<file path="src/pfb_pkg.sv">
// Shared types, constants and byte tables of the provisioning frame builder.
package pfb_pkg;

  localparam int BUFFER_BYTES   = 128;
  localparam int FRAME_OVERHEAD = 13;
  localparam int URL_MAX        = BUFFER_BYTES - FRAME_OVERHEAD;
  localparam int UL_W           = $clog2(URL_MAX + 1);

  localparam int HDR_BYTES = 7;
  localparam int BODY_MAX  = 5;
  localparam int BODY_W    = $clog2(BODY_MAX + 1);
  localparam int IDX_W     = $clog2(HDR_BYTES + BODY_MAX);

  localparam int Q_DEPTH = 4;
  localparam int Q_AW    = $clog2(Q_DEPTH);

  localparam logic [1:0] REQ_STATE = 2'd0;
  localparam logic [1:0] REQ_RPC   = 2'd1;
  localparam logic [1:0] REQ_URL   = 2'd2;

  localparam logic [7:0] VERSION    = 8'h01;
  localparam logic [7:0] TYPE_STATE = 8'h01;
  localparam logic [7:0] TYPE_ERROR = 8'h02;
  localparam logic [7:0] TYPE_RPC   = 8'h04;
  localparam logic [7:0] STATE_LEN  = 8'h01;
  localparam logic [7:0] RPC_LEN_NO_URL = 8'h02;

  localparam logic [7:0] SIG_0 = 8'h49;
  localparam logic [7:0] SIG_1 = 8'h4D;
  localparam logic [7:0] SIG_2 = 8'h50;
  localparam logic [7:0] SIG_3 = 8'h52;
  localparam logic [7:0] SIG_4 = 8'h4F;
  localparam logic [7:0] SIG_5 = 8'h56;

  localparam logic [7:0] HDR_SUM = SIG_0 + SIG_1 + SIG_2 + SIG_3 + SIG_4 + SIG_5 + VERSION;

  typedef struct packed {
    logic                       hdr;
    logic [BODY_W-1:0]          nbytes;
    logic [BODY_MAX-1:0][7:0]   body;
    logic                       last;
  } desc_t;

  function automatic logic [7:0] hdr_byte(input logic [IDX_W-1:0] idx);
    logic [7:0] b;
    case (idx)
      IDX_W'(0): b = SIG_0;
      IDX_W'(1): b = SIG_1;
      IDX_W'(2): b = SIG_2;
      IDX_W'(3): b = SIG_3;
      IDX_W'(4): b = SIG_4;
      IDX_W'(5): b = SIG_5;
      default:   b = VERSION;
    endcase
    return b;
  endfunction

endpackage

</file>
<file path="src/provisioning_frame_builder.sv">
// Top level of the provisioning reply frame builder.
// Turns requests into serial provisioning frames, one byte per output beat, with
// tlast on the checksum byte that closes a frame. A state request yields 11 beats,
// an RPC start 12 beats with or without a URL, and each URL byte one beat (two
// for the last, which carries the checksum). The output serializer sets the
// sustained rate at one byte per cycle when not stalled; requests are taken in
// every cycle while the four-entry descriptor queue has room, so a burst of URL
// bytes streams at one per cycle and header bursts are paced by the byte output.
module provisioning_frame_builder (
  input  logic        clk,
  input  logic        rst_n,
  input  logic        in_tvalid,
  output logic        in_tready,
  input  logic [31:0] in_tdata,   // state_value, command_id, url_length, url_byte
  input  logic [2:0]  in_tuser,   // req_type, error_flag
  output logic        out_tvalid,
  input  logic        out_tready,
  output logic [7:0]  out_tdata,  // out_byte
  output logic        out_tlast
);

  logic           push, full, pop, q_valid;
  pfb_pkg::desc_t push_desc, q_desc;

  pfb_front u_front (
    .clk       (clk),
    .rst_n     (rst_n),
    .in_tvalid (in_tvalid),
    .in_tready (in_tready),
    .in_tdata  (in_tdata),
    .in_tuser  (in_tuser),
    .q_full    (full),
    .push      (push),
    .push_desc (push_desc)
  );

  pfb_queue u_queue (
    .clk       (clk),
    .rst_n     (rst_n),
    .push      (push),
    .push_desc (push_desc),
    .full      (full),
    .pop       (pop),
    .q_valid   (q_valid),
    .q_desc    (q_desc)
  );

  pfb_back u_back (
    .clk        (clk),
    .rst_n      (rst_n),
    .q_valid    (q_valid),
    .q_desc     (q_desc),
    .pop        (pop),
    .out_tvalid (out_tvalid),
    .out_tready (out_tready),
    .out_tdata  (out_tdata),
    .out_tlast  (out_tlast)
  );

endmodule

</file>
<file path="src/pfb_front.sv">
// Front end: accepts requests, tracks the open URL frame and emits frame descriptors.
module pfb_front (
  input  logic                 clk,
  input  logic                 rst_n,
  input  logic                 in_tvalid,
  output logic                 in_tready,
  input  logic [31:0]          in_tdata,
  input  logic [2:0]           in_tuser,
  input  logic                 q_full,
  output logic                 push,
  output pfb_pkg::desc_t       push_desc
);

  logic [7:0]               sum_r, sum_nxt;
  logic [pfb_pkg::UL_W-1:0] left_r, left_nxt;

  logic [1:0]               req;
  logic                     err;
  logic [7:0]               sval, cmd, ulen, ubyte;
  logic [pfb_pkg::UL_W-1:0] len_sat;
  logic [7:0]               len8, url_sum;
  logic                     accept;

  assign req   = in_tuser[1:0];
  assign err   = in_tuser[2];
  assign sval  = in_tdata[7:0];
  assign cmd   = in_tdata[15:8];
  assign ulen  = in_tdata[23:16];
  assign ubyte = in_tdata[31:24];

  assign in_tready = !q_full;
  assign accept    = in_tvalid && in_tready;

  assign len_sat = (ulen > 8'(pfb_pkg::URL_MAX)) ? pfb_pkg::UL_W'(pfb_pkg::URL_MAX)
                                                   : pfb_pkg::UL_W'(ulen);
  assign len8    = 8'(len_sat);
  assign url_sum = sum_r + ubyte;

  always_comb begin
    logic [7:0] tb, ck;
    tb        = err ? pfb_pkg::TYPE_ERROR : pfb_pkg::TYPE_STATE;
    ck        = 8'd0;
    push      = 1'b0;
    push_desc = '0;
    sum_nxt   = sum_r;
    left_nxt  = left_r;
    if (accept) begin
      case (req)
        pfb_pkg::REQ_STATE: begin
          ck = pfb_pkg::HDR_SUM + tb + pfb_pkg::STATE_LEN + sval;
          push = 1'b1;
          push_desc.hdr    = 1'b1;
          push_desc.nbytes = pfb_pkg::BODY_W'(4);
          push_desc.body   = {8'd0, ck, sval, pfb_pkg::STATE_LEN, tb};
          push_desc.last   = 1'b1;
          sum_nxt  = 8'd0;
          left_nxt = '0;
        end
        pfb_pkg::REQ_RPC: begin
          push = 1'b1;
          push_desc.hdr    = 1'b1;
          push_desc.nbytes = pfb_pkg::BODY_W'(5);
          if (len_sat != '0) begin
            push_desc.body = {len8, len8 + 8'd1, cmd, len8 + 8'd3, pfb_pkg::TYPE_RPC};
            push_desc.last = 1'b0;
            sum_nxt  = pfb_pkg::HDR_SUM + pfb_pkg::TYPE_RPC + 8'd4 + cmd + len8 + len8 + len8;
            left_nxt = len_sat;
          end else begin
            ck = pfb_pkg::HDR_SUM + pfb_pkg::TYPE_RPC + pfb_pkg::RPC_LEN_NO_URL + cmd;
            push_desc.body = {ck, 8'd0, cmd, pfb_pkg::RPC_LEN_NO_URL, pfb_pkg::TYPE_RPC};
            push_desc.last = 1'b1;
            sum_nxt  = 8'd0;
            left_nxt = '0;
          end
        end
        pfb_pkg::REQ_URL: begin
          if (left_r != '0) begin
            push = 1'b1;
            push_desc.hdr = 1'b0;
            left_nxt = left_r - pfb_pkg::UL_W'(1);
            if (left_r == pfb_pkg::UL_W'(1)) begin
              push_desc.nbytes = pfb_pkg::BODY_W'(2);
              push_desc.body   = {24'd0, url_sum, ubyte};
              push_desc.last   = 1'b1;
              sum_nxt = 8'd0;
            end else begin
              push_desc.nbytes = pfb_pkg::BODY_W'(1);
              push_desc.body   = {32'd0, ubyte};
              push_desc.last   = 1'b0;
              sum_nxt = url_sum;
            end
          end
        end
        default: begin
          push = 1'b0;
        end
      endcase
    end
  end

  always_ff @(posedge clk) begin
    if (!rst_n) begin
      sum_r  <= 8'd0;
      left_r <= '0;
    end else begin
      sum_r  <= sum_nxt;
      left_r <= left_nxt;
    end
  end

endmodule

</file>
<file path="src/pfb_queue.sv">
// Descriptor queue between the front end and the byte serializer.
module pfb_queue (
  input  logic            clk,
  input  logic            rst_n,
  input  logic            push,
  input  pfb_pkg::desc_t  push_desc,
  output logic            full,
  input  logic            pop,
  output logic            q_valid,
  output pfb_pkg::desc_t  q_desc
);

  pfb_pkg::desc_t            mem_r [pfb_pkg::Q_DEPTH];
  logic [pfb_pkg::Q_AW-1:0]  wr_r, wr_nxt, rd_r, rd_nxt;
  logic [pfb_pkg::Q_AW:0]    cnt_r, cnt_nxt;
  logic                      do_push, do_pop;

  assign full    = cnt_r == (pfb_pkg::Q_AW+1)'(pfb_pkg::Q_DEPTH);
  assign q_valid = cnt_r != '0;
  assign q_desc  = mem_r[rd_r];
  assign do_push = push && !full;
  assign do_pop  = pop && q_valid;

  always_comb begin
    wr_nxt  = do_push ? wr_r + pfb_pkg::Q_AW'(1) : wr_r;
    rd_nxt  = do_pop  ? rd_r + pfb_pkg::Q_AW'(1) : rd_r;
    cnt_nxt = cnt_r;
    if (do_push && !do_pop) begin
      cnt_nxt = cnt_r + (pfb_pkg::Q_AW+1)'(1);
    end else if (do_pop && !do_push) begin
      cnt_nxt = cnt_r - (pfb_pkg::Q_AW+1)'(1);
    end
  end

  always_ff @(posedge clk) begin
    if (do_push) begin
      mem_r[wr_r] <= push_desc;
    end
  end

  always_ff @(posedge clk) begin
    if (!rst_n) begin
      wr_r  <= '0;
      rd_r  <= '0;
      cnt_r <= '0;
    end else begin
      wr_r  <= wr_nxt;
      rd_r  <= rd_nxt;
      cnt_r <= cnt_nxt;
    end
  end

endmodule

</file>
<file path="src/pfb_back.sv">
// Back end: serializes one descriptor into frame bytes through an output register.
module pfb_back (
  input  logic            clk,
  input  logic            rst_n,
  input  logic            q_valid,
  input  pfb_pkg::desc_t  q_desc,
  output logic            pop,
  output logic            out_tvalid,
  input  logic            out_tready,
  output logic [7:0]      out_tdata,
  output logic            out_tlast
);

  pfb_pkg::desc_t            desc_r, desc_nxt;
  logic                      act_r, act_nxt;
  logic [pfb_pkg::IDX_W-1:0] idx_r, idx_nxt;
  logic                      ov_r, ov_nxt;
  logic [7:0]                od_r, od_nxt;
  logic                      ol_r, ol_nxt;

  logic [pfb_pkg::IDX_W-1:0] total, bidx;
  logic [7:0]                cur;
  logic                      final_b, load;

  assign total   = pfb_pkg::IDX_W'(desc_r.nbytes)
                 + (desc_r.hdr ? pfb_pkg::IDX_W'(pfb_pkg::HDR_BYTES) : '0);
  assign final_b = idx_r == total - pfb_pkg::IDX_W'(1);
  assign bidx    = idx_r - (desc_r.hdr ? pfb_pkg::IDX_W'(pfb_pkg::HDR_BYTES) : '0);
  assign load    = act_r && (!ov_r || out_tready);
  assign pop     = q_valid && (!act_r || (load && final_b));

  always_comb begin
    if (desc_r.hdr && idx_r < pfb_pkg::IDX_W'(pfb_pkg::HDR_BYTES)) begin
      cur = pfb_pkg::hdr_byte(idx_r);
    end else begin
      case (bidx)
        pfb_pkg::IDX_W'(0): cur = desc_r.body[0];
        pfb_pkg::IDX_W'(1): cur = desc_r.body[1];
        pfb_pkg::IDX_W'(2): cur = desc_r.body[2];
        pfb_pkg::IDX_W'(3): cur = desc_r.body[3];
        pfb_pkg::IDX_W'(4): cur = desc_r.body[4];
        default:            cur = 8'd0;
      endcase
    end
  end

  always_comb begin
    desc_nxt = desc_r;
    act_nxt  = act_r;
    idx_nxt  = idx_r;
    ov_nxt   = ov_r;
    od_nxt   = od_r;
    ol_nxt   = ol_r;
    if (ov_r && out_tready) begin
      ov_nxt = 1'b0;
    end
    if (load) begin
      ov_nxt  = 1'b1;
      od_nxt  = cur;
      ol_nxt  = final_b && desc_r.last;
      idx_nxt = idx_r + pfb_pkg::IDX_W'(1);
      if (final_b) begin
        act_nxt = 1'b0;
      end
    end
    if (pop) begin
      desc_nxt = q_desc;
      act_nxt  = 1'b1;
      idx_nxt  = '0;
    end
  end

  always_ff @(posedge clk) begin
    desc_r <= desc_nxt;
    od_r   <= od_nxt;
    ol_r   <= ol_nxt;
  end

  always_ff @(posedge clk) begin
    if (!rst_n) begin
      act_r <= 1'b0;
      idx_r <= '0;
      ov_r  <= 1'b0;
    end else begin
      act_r <= act_nxt;
      idx_r <= idx_nxt;
      ov_r  <= ov_nxt;
    end
  end

  assign out_tvalid = ov_r;
  assign out_tdata  = od_r;
  assign out_tlast  = ol_r;

endmodule
</file>
<file path="config.mk">
export PLATFORM = sky130hd
export DESIGN_NAME = provisioning_frame_builder
export DESIGN_NICKNAME = d
export VERILOG_FILES = /design/src/pfb_pkg.sv /design/src/provisioning_frame_builder.sv /design/src/pfb_front.sv /design/src/pfb_queue.sv /design/src/pfb_back.sv
export SDC_FILE = /design/constraint.sdc
export NUM_CORES = 1
export LEC_CHECK = 0
export BUFFER_PORTS_ARGS = -buffer_cell sky130_fd_sc_hd__buf_4
export CAP_MARGIN = 20
export CORE_MARGIN = 5
export CORE_UTILIZATION = 64
export CTS_BUF_LIST = sky130_fd_sc_hd__clkbuf_4
export DETAILED_ROUTE_END_ITERATION = 16
export PLACE_DENSITY_LB_ADDON = 0.25
export SYNTH_ARGS = -nofsm -noshare
export SYNTH_HDL_FRONTEND = slang
export SYNTH_SLANG_ARGS = --single-unit
</file>
<file path="constraint.sdc">
create_clock -name clk -period 4.6 [get_ports clk]
set_clock_uncertainty 0.05 [all_clocks]
set_input_delay 0.23 -clock clk [delete_from_list [all_inputs] [get_ports clk]]
set_output_delay 0.23 -clock clk [all_outputs]
set_load 0.02 [all_outputs]
</file>
# After elaboration in Yosys (flattened, before gate mapping)
# Memories as Yosys holds them, arrays and structs flattened. A register that Yosys moved wholly into a read port is not among the register bits.
# Index checks and enable logic that the tools add are counted.
word_totals:
  regBits: 37
  latch_bits: 0
  mem_bits_rw: 180
  mem_bits_ro: 0
  output_inout_bits: 11
  word_cells: 112
  memories: 1
mem_list:
  columns: ["name", "words", "word_bits", "rd", "rd_clocked_by_memory_dff", "write_ports", "line_no", "rtl"]
  rows:
  - ["u_queue.mem_r", 4, 45, 1, 1, 1, "pfb_queue.sv:13", "pfb_pkg::desc_t mem_r [pfb_pkg::Q_DEPTH];"]
classes:
  n_addsub: 20
  mul: 0
  n_div: 0
  magnitude_cmp: 2
  eq_ne: 15
  shifts: 0
  muxes: 30
  n_bitwise: 1
  reduce_logical: 33
ops:
  columns: ["op", "count"]
  rows:
  - ["one-hot mux 45 bit (3 select lines)", 1]
  - ["2-to-1 mux 45 bit", 1]
  - ["2-to-1 mux 44 bit", 1]
  - ["2-to-1 mux 43 bit", 1]
  - ["one-hot mux 7 bit (6 select lines)", 1]
  - ["2-to-1 mux 41 bit", 1]
  - ["one-hot mux 8 bit (5 select lines)", 1]
  - ["2-to-1 mux 8 bit", 4]
  - ["adder 8 x 7 -> 8 bit", 3]
  - ["adder 8 bit (first input constant)", 3]
  - ["one-hot mux 8 bit (3 select lines)", 1]
  - ["2-to-1 mux 7 bit", 3]
  - ["one-hot mux 7 bit (3 select lines)", 1]
  - ["adder 8 bit", 2]
  - ["== test 4 x 2 -> 1 bit (second input constant)", 4]
  - ["nonzero test 7 bit", 2]
  - ["== test 4 x 3 -> 1 bit (second input constant)", 3]
  - ["logical AND 1 bit", 11]
  - ["2-to-1 mux 1 bit", 9]
  - ["2-to-1 mux 3 bit", 3]
  - ["adder 7 x 1 -> 8 bit (second input constant)", 1]
  - ["adder 7 x 2 -> 8 bit (second input constant)", 1]
  - ["adder 8 x 1 -> 8 bit (second input constant)", 1]
  - ["== test 4 x 1 -> 1 bit (second input constant)", 2]
  - ["28 further kinds", 40]

# Depth between registers and ports, before layout
# Gate-level depths: netlist of run 1.
depth:
  depth_word: 11
  depth_mapped: 17

# By module
# From an unflattened synthesis of run 1, not the netlist that was laid out.
unflattened:
  cells_unflattened: 827
  hier_area_um2: 12482.0
by_module_without_submodules:
  columns: ["mod", "instances", "cells_each", "area_per_inst_um2"]
  rows:
  - ["pfb_queue", 1, 283, 7019.2]
  - ["pfb_front", 1, 367, 2768.9]
  - ["pfb_back", 1, 177, 2693.8]

# Least setup slack after synthesis of run 1
# No wires, ideal clock.
synth_path:
  kind: "input -> register"
  startpoint: "input port in_tdata[19]"
  endpoint: "register u_front.sum_r[6]"
  t_arrival_ns: 3.168
  required_ns: 4.435
  path_slack_ns: 1.267
  stages: 15
  n_path_buf: 1
  cell_sequence: "clkbuf_1 o2111ai_1 nand2b_1 or2_2 inv_1 ha_1 inv_1 fa_1 ha_1 fa_1 a21o_1 a21oi_1 xor2_1 o221ai_1 and3_1"
synth_via:
  elab_chain_len: 7
synth_rtl:
  columns: ["item", "line_no", "rtl"]
  rows:
  - ["start: declaration", "provisioning_frame_builder.sv:14", "input logic [31:0] in_tdata,"]
  - ["> comparator 8 x 7 -> 1 bit", "pfb_front.sv:34", "assign len_sat = (ulen > 8'(pfb_pkg::URL_MAX)) ? pfb_pkg::UL_W'(pfb_pkg::URL_MAX)"]
  - ["2-to-1 mux 7 bit *", "pfb_front.sv:34", null]
  - ["adder 8 x 7 -> 8 bit (3 in series)", "pfb_front.sv:66", "sum_nxt = pfb_pkg::HDR_SUM + pfb_pkg::TYPE_RPC + 8'd4 + cmd + len8 + len8 + len8;"]
  - ["2-to-1 mux 8 bit *", "pfb_front.sv:63", "if (len_sat != '0) begin"]
  - ["one-hot mux 8 bit (3 select lines) *", "pfb_front.sv:48", "case (req)"]
  - ["end signal: assignment", "pfb_front.sv:106", "sum_r <= sum_nxt;"]
  - ["end: declaration", "pfb_front.sv:14", "logic [7:0] sum_r, sum_nxt;"]
# Mark *: on every way between the ends. The rest lies on a longest branch, timed or not.
# A chain may end at the register's enable or synchronous reset.

# Worst setup path in the final report of run 1
layout_path:
  startpoint: "register, netlist name u_back.desc_r[43]"
  endpoint: "register u_queue.cnt_r[2] in the netlist's numbering"
layout_via:
  elab_chain_len: 10
layout_rtl:
  columns: ["item", "line_no", "rtl"]
  rows:
  - ["adder 3 x 3 -> 4 bit *", "pfb_back.sv:26", "+ (desc_r.hdr ? pfb_pkg::IDX_W'(pfb_pkg::HDR_BYTES) : '0);"]
  - ["subtractor 4 x 1 -> 4 bit *", "pfb_back.sv:27", "assign final_b = idx_r == total - pfb_pkg::IDX_W'(1);"]
  - ["== test 4 bit *", "pfb_back.sv:27", null]
  - ["logical AND 1 bit *", "pfb_back.sv:30", "assign pop = q_valid && (!act_r || (load && final_b));"]
  - ["logical OR 1 bit *", "pfb_back.sv:30", null]
  - ["logical AND 1 bit *", "pfb_back.sv:30", null]
  - ["logical AND 1 bit *", "pfb_queue.sv:22", "assign do_pop = pop && q_valid;"]
  - ["logical NOT 1 bit", "pfb_queue.sv:28", "if (do_push && !do_pop) begin"]
  - ["logical AND 1 bit", "pfb_queue.sv:28", null]
  - ["2-to-1 mux 3 bit / nonzero test 2 bit (equally long branches)", null, null]
  - ["end signal: assignment", "pfb_queue.sv:49", "cnt_r <= cnt_nxt;"]
  - ["end: declaration", "pfb_queue.sv:15", "logic [pfb_pkg::Q_AW:0] cnt_r, cnt_nxt;"]
# Marked as above.

==> results of run 1 <==
## cell usage after synthesis, types with 9 or more instances
cell type  number  area, um2
a22oi_1        11      82.58
a21oi_1        30      150.1
clkbuf_1       15      56.30
o21ai_0        41      205.2
fa_1            9      180.2
nor2_1         30      112.6
xnor2_1        30      262.8
ha_1           54      675.7
edfxtp_1      229       6877
nand2_1        55      206.5
mux2i_1        17      170.2
xor2_1         19      166.4
buf_2          11      55.05
and2_1         21      131.4
mux4_2         44      991.0
inv_1          50      187.7
nor2b_1        11      68.82
dfxtp_1        28      560.5
## kinds of logic (layout without fill, tap and decap cells)
group | Yosys count | in the layout | share of synthesized area (%)
adder cells (fa/ha/maj) | 63 | 63 | 7.084
multiplexers | 61 | 61 | 9.612
XOR/XNOR | 50 | 50 | 3.739
AND/OR/NAND/NOR | 168 | 168 | 7.240
AO/OA/AOI/OAI | 149 | 149 | 8.017
buffers and inverters | 81 | 241 | 2.745
flip-flops | 257 | 257 | 61.56
other | 0 | 1 | 0
## flip-flops by register name, indices dropped and copies added, names as in the netlist
register,count
u_back.act_r,1
u_front.sum_r,8
u_back.desc_r,44
u_front.left_r,7
u_queue.mem_r,176
u_back.idx_r,4
u_queue.cnt_r,3
u_back.out_tvalid,1
u_queue.rd_r,2
u_back.out_tlast,1
u_queue.wr_r,2
u_back.out_tdata,8
## power groups by stage
stage	clock network, mW	registers (mW)	logic, mW
floorplan	0	3.18	1.52
global placement	0	3.22	2.01
detailed placement	0	3.24	2.06
CTS	1.97	3.19	2.09
global route	2.13	3.22	2.28
finish	1.94	3.18	2.09
## final cells by class
cell class / instances / area (um2) / share of cell area [%]
flip-flops and latches: 257 / 7440 / 54.29
multi-input cells: 491 / 4317 / 31.50
clock buffers: 95 / 713.2 / 5.205
repair buffers: 78 / 623.1 / 4.547
well taps: 234 / 292.8 / 2.137
inverters: 50 / 187.7 / 1.370
clock inverters: 18 / 127.6 / 0.9313
diodes: 1 / 2.502 / 0.01826
## layer usage
| metal | wire length [um] | global-route usage, % | up-vias |
|---|---|---|---|
| met1 | 10680 | 33.28 | 3674 |
| met4 | 502 | 7.875 | 0 |
| met3 | 1700 | 5.610 | 43 |
| li1 | - | - | 3399 |
| met5 | 0 | 0 | - |
| met2 | 12930 | 41.11 | 306 |
## metrics by stage
step	util (%)	cells	setup slack, ns
after floorplan	-	829	1.267
after global placement	68.13	1094	1.099
after detailed placement	68.13	1094	1.003
after CTS	73.45	1222	1.071
after global routing	73.50	1224	0.7982
final	73.50	1224	1.093
## worst max-delay path, stage by stage (launching register included)
cell and delay [ns]:
edfxtp_1 0.48, inv_1 0.16, ha_1 0.24, inv_1 0.06
ha_1 0.14, inv_1 0.04, ha_1 0.18, xnor3_1 0.32
nand4_1 0.12, o21ai_1 0.09, nand2b_1 0.22, ha_1 0.23
inv_1 0.06, fa_1 0.38, xor2_1 0.18, or3_1 0.29
a21boi_0 0.20
## final timing paths
check                                                      to  slack [ns]  cells past startpoint
worst min-delay path            u_front.sum_r[0]$_SDFFE_PN0P_        0.04                      4
worst min register to register  u_front.sum_r[2]$_SDFFE_PN0P_        0.42                      2
worst max register to register  u_queue.cnt_r[2]$_SDFFE_PN0P_        1.09                     16
worst max-delay path            u_queue.cnt_r[2]$_SDFFE_PN0P_        1.09                     16
==> reports/results.ini, run 1 <==
[outcome]
outcome=complete, no violations

[floorplan]
dieArea_mm2=0.02172
start_util_pct=64.80
die_w_um=147.4
io_pins=50
rows=50
core_mm2=0.01864
fp.dieH_um=147.4

[logic_synthesis]
synth_warnings=0
ys_async_sr_fraction_pct=0
synth_flop_cell=edfxtp_1
synth-edff-count=229
synth_cells=829
yosysSeqAreaShare_pct=61.56
synth_seq_cells=257
yosysUniqueCellTypes=67
avgSynthCellArea_um2=14.57
synth_area_mm2=0.01208
synth_fp_nets=931

[clock_tree]
clock_path_buffers=3
clk_latency_ns=0.65
h-tree-depth=3
cts_setup_buffers=0
cts_resized=0
numClockSinks=257
cts_hold_buf=15
cts_buffers=66
tritoncts=built
cts.clk_slew.worst_paths_ns=0.07
cts_root_buffer=clkbuf_4

[sta]
maxSlewViolCount=0
fin_setup_tns_ns=0
period_minus_slack_ns=3.507
relSlewSlack_pct=41.66
final-setup-viol-count=0
rsz0062_at_grt=no
worst_pin_slew_ns=0.8751
fin_hold_ws_ns=0.03989
fmax_mhz=285.2
finalCritPeriodShare_pct=76.24
hold_viol=0

[routing]
wirelength_um=25810
via_per_inst=6.064
drtIter0Drc=564
dr.pass1.iters=5
final_antenna_net_count=0
drc_errors=0
wire_per_inst_um=21.09
num_vias=7422

[hold_path]
worstHoldStart=in_tdata[24]
hold_path.class=primary input to flop

[layout]
drive_gt1_share_pct=23.86
fill_cells=1179
layout_common_cells=edfxtp_1, clkbuf_4, buf_4
final_design_area_no_fill_mm2=0.01370
area_delta_synth_final_pct=13.43
mostFrequentLayoutCell=edfxtp_1
fin_nets=1046

[global_route]
antenna_found_initial=1
grt_overflow_total=0
grtUsageTotal_pct=24.82
grt_pass1_wl_um=41380
grt_max_degree=47
grt_pass1_vias=7713

[power_and_ir_drop]
powerDensity_mw_per_mm2=526.0
totalPowerFinal_mw=7.208
clkPwrFrac_pct=26.9
seqPwrFrac_pct=44.1
switching_share_pct=31.09
switchingPower_mw=2.241
power_leakage_nw=5.126
p_int_mw=4.967
power_frac_comb_pct=29.0
peakVddDrop_mv=0.2570

[placed_design]
gp_congestion=1.004
placed_area_mm2=0.01270
dp_hpwl_um=18040
portBuffers=49

[critical_path]
start_kind=flop
cp-startpoint=u_back.desc_r[43]$_DFFE_PP_
required_ns=5.11
crit_type=flop to flop
r2r_start=u_back.desc_r[43]$_DFFE_PP_
cp.arrival_ns=4.02
crit_path_end_kind=flop
cp_max_fo=6

[flow_run]
max_cap_violations=0

Power figures use the tool's default switching activity.
==> run 2, diff against run 1 <==
--- a/config.mk
+++ b/config.mk
@@ -8,7 +8,7 @@
 export BUFFER_PORTS_ARGS = -buffer_cell sky130_fd_sc_hd__buf_4
 export CAP_MARGIN = 20
 export CORE_MARGIN = 5
-export CORE_UTILIZATION = 64
+export CORE_UTILIZATION = 58
 export CTS_BUF_LIST = sky130_fd_sc_hd__clkbuf_4
 export DETAILED_ROUTE_END_ITERATION = 16
 export PLACE_DENSITY_LB_ADDON = 0.25
==> constraint.sdc (replaced) <==
create_clock -name clk -period 3.1 [get_ports clk]
set_clock_uncertainty 0.05 [all_clocks]
set_input_delay 0.155 -clock clk [delete_from_list [all_inputs] [get_ports clk]]
set_output_delay 0.155 -clock clk [all_outputs]
set_load 0.02 [all_outputs]
==> reports/results.ini, run 2 (synthesis gave the netlist of run 1 again) <==
[outcome]
outcome=complete, no violations  ; unchanged

[clock_tree]
cts_root_buffer=clkbuf_4  ; unchanged
cts.clk_slew.worst_paths_ns=0.07  ; about the same
cts_buffers=67  ; was 66
clock_path_buffers=3  ; unchanged
tritoncts=built  ; unchanged
numClockSinks=257  ; unchanged
clk_latency_ns=0.65  ; about the same
h-tree-depth=3  ; unchanged

[floorplan]
dieArea_mm2=0.02381  ; was 0.02172 mm2
fp.dieH_um=154.3  ; was 147.4 um
start_util_pct=59.32  ; was 64.80%
core_mm2=0.02036  ; was 0.01864 mm2
rows=52  ; was 50
die_w_um=154.3  ; was 147.4 um
io_pins=50  ; unchanged

[power_and_ir_drop]
switchingPower_mw=3.473  ; was 2.241 mW
powerDensity_mw_per_mm2=774.8  ; was 526.0 mW/mm2
peakVddDrop_mv=0.5569  ; was 0.2570 mV
totalPowerFinal_mw=11.00  ; was 7.208 mW
power_leakage_nw=5.326  ; was 5.126 nW
seqPwrFrac_pct=42.6  ; was 44.1%
p_int_mw=7.531  ; was 4.967 mW
switching_share_pct=31.56  ; was 31.09%
power_frac_comb_pct=31.7  ; was 29.0%
clkPwrFrac_pct=25.7  ; was 26.9%

[layout]
multi_input_area_mm2=0.004374  ; was 0.004317 mm2
fill_cells=1355  ; was 1179
mostFrequentLayoutCell=edfxtp_1  ; unchanged
layout_common_cells=edfxtp_1, clkbuf_4, buf_4  ; unchanged
largest_reg_flops=176  ; unchanged
regMostFlops=u_queue.mem_r  ; unchanged
utilization_pct=69.75  ; was 73.50%
fin_nets=1090  ; was 1046
final_design_area_no_fill_mm2=0.01420  ; was 0.01370 mm2
seq_area_mm2=0.007440  ; unchanged
area_delta_synth_final_pct=17.58  ; was 13.43%
reg_top3=u_queue.mem_r: 176 flops, u_back.desc_r: 44 flops  ; unchanged
drive_gt1_share_pct=26.56  ; was 23.86%

[placed_design]
placed_area_mm2=0.01305  ; was 0.01270 mm2
portBuffers=49  ; unchanged
dp_hpwl_um=18490  ; was 18040 um
gp_congestion=0.8912  ; was 1.004

[routing]
final_antenna_net_count=0  ; unchanged
wirelength_um=26780  ; was 25810 um
num_vias=7604  ; was 7422
dr.pass1.iters=5  ; unchanged
drtIter0Drc=659  ; was 564
drc_errors=0  ; unchanged
via_per_inst=5.854  ; was 6.064
wire_per_inst_um=20.61  ; was 21.09 um

[global_route]
grt_pass1_wl_um=42240  ; was 41380 um
antenna_found_initial=1  ; unchanged
grt_overflow_total=0  ; unchanged
grt_max_degree=47  ; unchanged
grtUsageTotal_pct=22.88  ; was 24.82%
grt_pass1_vias=7960  ; was 7713

[sta]
final-setup-viol-count=0  ; unchanged
maxSlewViolCount=0  ; unchanged
fmax_mhz=335.0  ; was 285.2 MHz
fin_setup_tns_ns=0  ; unchanged
hold_viol=0  ; unchanged
finalCritPeriodShare_pct=96.29  ; was 76.24%
fin_hold_ws_ns=0.06924  ; was 0.03989 ns
worst_pin_slew_ns=0.7018  ; was 0.8751 ns
relSlewSlack_pct=52.72  ; was 41.66%
rsz0062_at_grt=yes  ; was no
period_minus_slack_ns=2.985  ; was 3.507 ns

[critical_path]
required_ns=3.64  ; was 5.11 ns
crit_type=flop to flop  ; unchanged
start_kind=flop  ; unchanged
cp_max_fo=3  ; was 6
cp.arrival_ns=3.52  ; was 4.02 ns
crit_path_end_kind=flop  ; unchanged

[hold_path]
hold_path.class=primary input to flop  ; unchanged

[flow_run]
max_cap_violations=0  ; unchanged

==> run 2: changes by cell type in the layout (fill, tap and decap cells not counted), moves of 2 or more <==
cell / before / now
buf_12: 0 / 6
buf_4: 63 / 89
clkbuf_4: 95 / 93
clkinv_1: 8 / 11
clkinv_2: 6 / 0
dlygate4sd3_1: 15 / 26
ha_1: 54 / 50
ha_4: 0 / 3
inv_1: 50 / 46
inv_2: 2 / 6
==> run 2: final timing paths <==
kind	startpoint	endpoint	slack, ns	depth (start not counted)
worst max-delay path	u_back.desc_r[43]$_DFFE_PP_	u_queue.cnt_r[2]$_SDFFE_PN0P_	0.12	16
worst min-delay path	in_tdata[12]	u_queue.mem_r[1][21]$_DFFE_PP_	0.07	3
worst max register to register	u_back.desc_r[43]$_DFFE_PP_	u_queue.cnt_r[2]$_SDFFE_PN0P_	0.12	16
worst min register to register	u_front.sum_r[5]$_SDFFE_PN0P_	u_front.sum_r[5]$_SDFFE_PN0P_	0.42	2
==> run 2: timing repair <==
action                                  in CTS  in global routing
pin swaps                                    1                  4
gates resized for setup                      0                 11
endpoints found under the hold margin       93                  0
hold buffers                                26                  0
endpoints found under the setup margin       1                  2
buffers inserted                             2                  1
==> run 2: final cells by class <==
| type | instances | area share (%) |
|---|---|---|
| Clock buffer | 93 | 4.915 |
| Multi-Input combinational cell | 491 | 30.80 |
| Sequential cell | 257 | 52.38 |
| Inverter | 50 | 1.339 |
| Clock inverter | 16 | 0.7928 |
| Antenna cell | 1 | 0.01762 |
| Tap cell | 270 | 2.378 |
| Timing Repair Buffer | 121 | 7.382 |
==> run 2: critical path: stages (launching register included) <==
cell and delay (ns):
edfxtp_1 0.41, inv_2 0.11, ha_4 0.21, inv_4 0.05
ha_4 0.12, inv_2 0.04, ha_4 0.21, xor2_2 0.14
nand4_1 0.13, o21ai_2 0.07, nand2b_1 0.11, ha_2 0.19
inv_2 0.04, fa_2 0.33, xor2_1 0.18, or3_1 0.39
a21boi_2 0.15
==> run 2: metrics by stage <==
step	setup slack (ns)	std cells
finish	0.1151	1299
global route	-0.05957	1299
CTS	0.009077	1297
detailed placement	-0.2026	1160
global placement	-0.1079	1160
floorplan	-0.1179	829
==> run 2: power groups by stage <==
stage	Sequential (mW)	Combinational, mW	Clock [mW]
finish	4.68	3.49	2.83
global route	4.73	3.79	3.09
CTS	4.69	3.39	2.90
detailed placement	4.76	3.33	0
global placement	4.73	3.21	0
floorplan	4.72	2.27	0
==> run 2: metal layers <==
metal / track usage, % / wire length [um] / vias up / share of wire (%)
li1: - / - / 3491 / -
met1: 29.43 / 10580 / 3738 / 39
met2: 38.48 / 13490 / 314 / 50
met3: 5.197 / 2028 / 61 / 7.6
met4: 8.326 / 683 / 0 / 2.6
met5: 0 / 0 / - / 0
==> run 3, diff against run 2 <==
--- a/config.mk
+++ b/config.mk
@@ -5,12 +5,12 @@
 export SDC_FILE = /design/constraint.sdc
 export NUM_CORES = 1
 export LEC_CHECK = 0
-export BUFFER_PORTS_ARGS = -buffer_cell sky130_fd_sc_hd__buf_4
 export CAP_MARGIN = 20
-export CORE_MARGIN = 5
-export CORE_UTILIZATION = 58
+export CORE_MARGIN = 2
+export CORE_UTILIZATION = 60
 export CTS_BUF_LIST = sky130_fd_sc_hd__clkbuf_4
 export DETAILED_ROUTE_END_ITERATION = 16
+export DONT_BUFFER_PORTS = 1
 export PLACE_DENSITY_LB_ADDON = 0.25
 export SYNTH_ARGS = -nofsm -noshare
 export SYNTH_HDL_FRONTEND = slang
==> reports/results.ini, run 3 (synthesis gave the netlist of run 1 again) <==
[sta]
hold_viol=0  ; unchanged
maxSlewViolCount=0  ; unchanged
period_minus_slack_ns=2.966  ; was 2.985 ns
relSlewSlack_pct=50.43  ; was 52.72%
worst_pin_slew_ns=0.7358  ; was 0.7018 ns
finalCritPeriodShare_pct=95.68  ; was 96.29%
fmax_mhz=337.2  ; was 335.0 MHz
rsz0062_at_grt=no  ; was yes
final-setup-viol-count=0  ; unchanged

[global_route]
grt_overflow_total=0  ; unchanged
antenna_found_initial=1  ; unchanged
grt_pass1_vias=7894  ; was 7960
grt_max_degree=47  ; unchanged
grtUsageTotal_pct=26.13  ; was 22.88%
grt_pass1_wl_um=42430  ; was 42240 um

[placed_design]
dp.cells=1098  ; was 1160
dp_hpwl_um=18080  ; was 18490 um
gp_congestion=0.9055  ; was 0.8912
portBuffers=0  ; was 49

[layout]
fin_nets=1050  ; was 1090
drive_gt1_share_pct=21.93  ; was 26.56%
multi_input_area_mm2=0.004338  ; was 0.004374 mm2
reg_top3=u_queue.mem_r: 176 flops, u_back.desc_r: 44 flops  ; unchanged
mostFrequentLayoutCell=edfxtp_1  ; unchanged
area_delta_synth_final_pct=15.21  ; was 17.58%
regMostFlops=u_queue.mem_r  ; unchanged
seq_area_mm2=0.007440  ; unchanged
finalNonFillerCells=1261  ; was 1299
largest_reg_flops=176  ; unchanged
layout_common_cells=edfxtp_1, clkbuf_4, nand2_1  ; was edfxtp_1, clkbuf_4, buf_4
fill_cells=1266  ; was 1355

[routing]
via_per_inst=5.996  ; was 5.854
drtIter0Drc=570  ; was 659
final_antenna_net_count=0  ; unchanged
num_vias=7561  ; was 7604
wire_per_inst_um=21.41  ; was 20.61 um
wirelength_um=27000  ; was 26780 um
drc_errors=0  ; unchanged
dr.pass1.iters=5  ; unchanged

[power_and_ir_drop]
power_frac_comb_pct=30.3  ; was 31.7%
power_leakage_nw=5.139  ; was 5.326 nW
seqPwrFrac_pct=44.1  ; was 42.6%
switchingPower_mw=3.435  ; was 3.473 mW
p_int_mw=7.302  ; was 7.531 mW
peakVddDrop_mv=0.5337  ; was 0.5569 mV
totalPowerFinal_mw=10.74  ; was 11.00 mW
clkPwrFrac_pct=25.6  ; was 25.7%
powerDensity_mw_per_mm2=771.4  ; was 774.8 mW/mm2
switching_share_pct=31.99  ; was 31.56%

[hold_path]
whs_path_depth=5  ; was 3
worstHoldStart=in_tdata[23]  ; was in_tdata[12]
hold-path-endpoint=u_front.left_r[1]$_SDFFE_PN0P_  ; was u_queue.mem_r[1][21]$_DFFE_PP_
hold_path.class=primary input to flop  ; unchanged

[critical_path]
r2r_start=u_back.desc_r[43]$_DFFE_PP_  ; unchanged
r2r-end=u_queue.cnt_r[2]$_SDFFE_PN0P_  ; unchanged
cp.arrival_ns=3.49  ; was 3.52 ns
required_ns=3.62  ; was 3.64 ns
crit_type=flop to flop  ; unchanged
start_kind=flop  ; unchanged
reg2reg_slack_ns=0.13  ; was 0.12 ns
cp_max_fo=3  ; unchanged
reg2regPathDepth=16  ; unchanged
crit_path_end_kind=flop  ; unchanged

[floorplan]
rows=51  ; was 52
die_w_um=145.9  ; was 154.3 um
fp.dieH_um=145.9  ; was 154.3 um
io_pins=50  ; unchanged
core_mm2=0.01959  ; was 0.02036 mm2
start_util_pct=61.67  ; was 59.32%
dieArea_mm2=0.02129  ; was 0.02381 mm2

[clock_tree]
cts_buffers=66  ; was 67
tritoncts=built  ; unchanged
cts_root_buffer=clkbuf_4  ; unchanged
h-tree-depth=3  ; unchanged
numClockSinks=257  ; unchanged
clk_latency_ns=0.69  ; was 0.65 ns
clock_path_buffers=3  ; unchanged
cts.clk_slew.worst_paths_ns=0.06  ; was 0.07 ns

[outcome]
outcome=complete, no violations  ; unchanged

[flow_run]
max_cap_violations=0  ; unchanged

==> run 3: cell types whose count changed in the layout (fill, tap and decap cells not counted), sizes merged <==
cell	delta
diode	+1
clkinvlp	+2
clkinv	+4
clkbuf	+2
bufinv	-2
buf	-56
dlygate4sd3	+17
inv	-1
==> run 3: power groups by stage <==
stage,Clock (mW),Sequential [mW],Combinational (mW)
final,2.74,4.74,3.25
after global routing,3.00,4.78,3.56
after CTS,2.80,4.74,3.22
after detailed placement,0,4.81,3.11
after global placement,0,4.79,3.03
after floorplan,0,4.72,2.27
==> run 3: layout make-up <==
| cell class | instances | share of cell area (%) |
|---|---|---|
| Sequential cell | 257 | 53.45 |
| Multi-Input combinational cell | 491 | 31.17 |
| Timing Repair Buffer | 82 | 5.825 |
| Clock buffer | 95 | 5.124 |
| Tap cell | 265 | 2.382 |
| Inverter | 50 | 1.348 |
| Clock inverter | 19 | 0.6652 |
| Antenna cell | 2 | 0.03596 |
==> run 3: metal layers <==
metal / global-route usage [%] / vias to the layer above / wire [um]
li1: - / 3423 / -
met1: 32.15 / 3756 / 10530
met2: 45.12 / 328 / 13780
met3: 5.956 / 54 / 2089
met4: 10.29 / 0 / 604
met5: 0 / - / 0
==> run 3: worst max path at each step <==
stage                                      from                             to  slack, ns  cells past startpoint
finish              u_back.desc_r[43]$_DFFE_PP_  u_queue.cnt_r[2]$_SDFFE_PN0P_       0.13                     16
global route        u_back.desc_r[43]$_DFFE_PP_  u_queue.cnt_r[2]$_SDFFE_PN0P_       0.01                     16
CTS                 u_back.desc_r[43]$_DFFE_PP_  u_queue.cnt_r[2]$_SDFFE_PN0P_       0.05                     16
detailed placement  u_back.desc_r[43]$_DFFE_PP_  u_queue.cnt_r[2]$_SDFFE_PN0P_      -0.06                     16
global placement                   in_tdata[18]  u_front.sum_r[6]$_SDFFE_PN0P_       0.01                     14
floorplan                          in_tdata[19]  u_front.sum_r[6]$_SDFFE_PN0P_      -0.12                     15
==> run 3: repair_timing <==
| action | CTS | global route |
|---|---|---|
| setup endpoints to repair | 1 | 1 |
| hold buffers | 43 | 0 |
| gates cloned | 0 | 0 |
| setup buffers | 2 | 1 |
| resized for setup | 1 | 3 |
| pin swaps | 2 | 1 |
| hold endpoints to repair | 163 | 0 |
==> run 3: through the flow <==
| step | setup TNS (ns) | worst slack (ns) | util [%] | hold slack, ns | instance area (um2) |
|---|---|---|---|---|---|
| global route | 0 | 0.01342 | 71.04 | 0.02546 | 13920 |
| detailed placement | -0.07888 | -0.05686 | 64.48 | 0.2326 | 12630 |
| floorplan | -3.419 | -0.1179 | - | 0.3490 | 12090 |
| finish | 0 | 0.1340 | 71.05 | 0.03842 | 13920 |
| global placement | 0 | 0.01149 | 64.48 | 0.2288 | 12630 |
| CTS | 0 | 0.04980 | 70.88 | 0.006972 | 13890 |
==> run 3: critical path: stages, from the launching register on <==
cell,delay [ns]
edfxtp_1,0.38
inv_2,0.07
ha_1,0.27
inv_1,0.04
ha_1,0.19
inv_2,0.06
ha_4,0.11
xnor3_1,0.20
nand4_1,0.15
o21ai_2,0.07
nand2b_1,0.10
ha_2,0.21
inv_2,0.04
fa_2,0.33
xor2_1,0.17
or3_1,0.31
a21boi_1,0.13
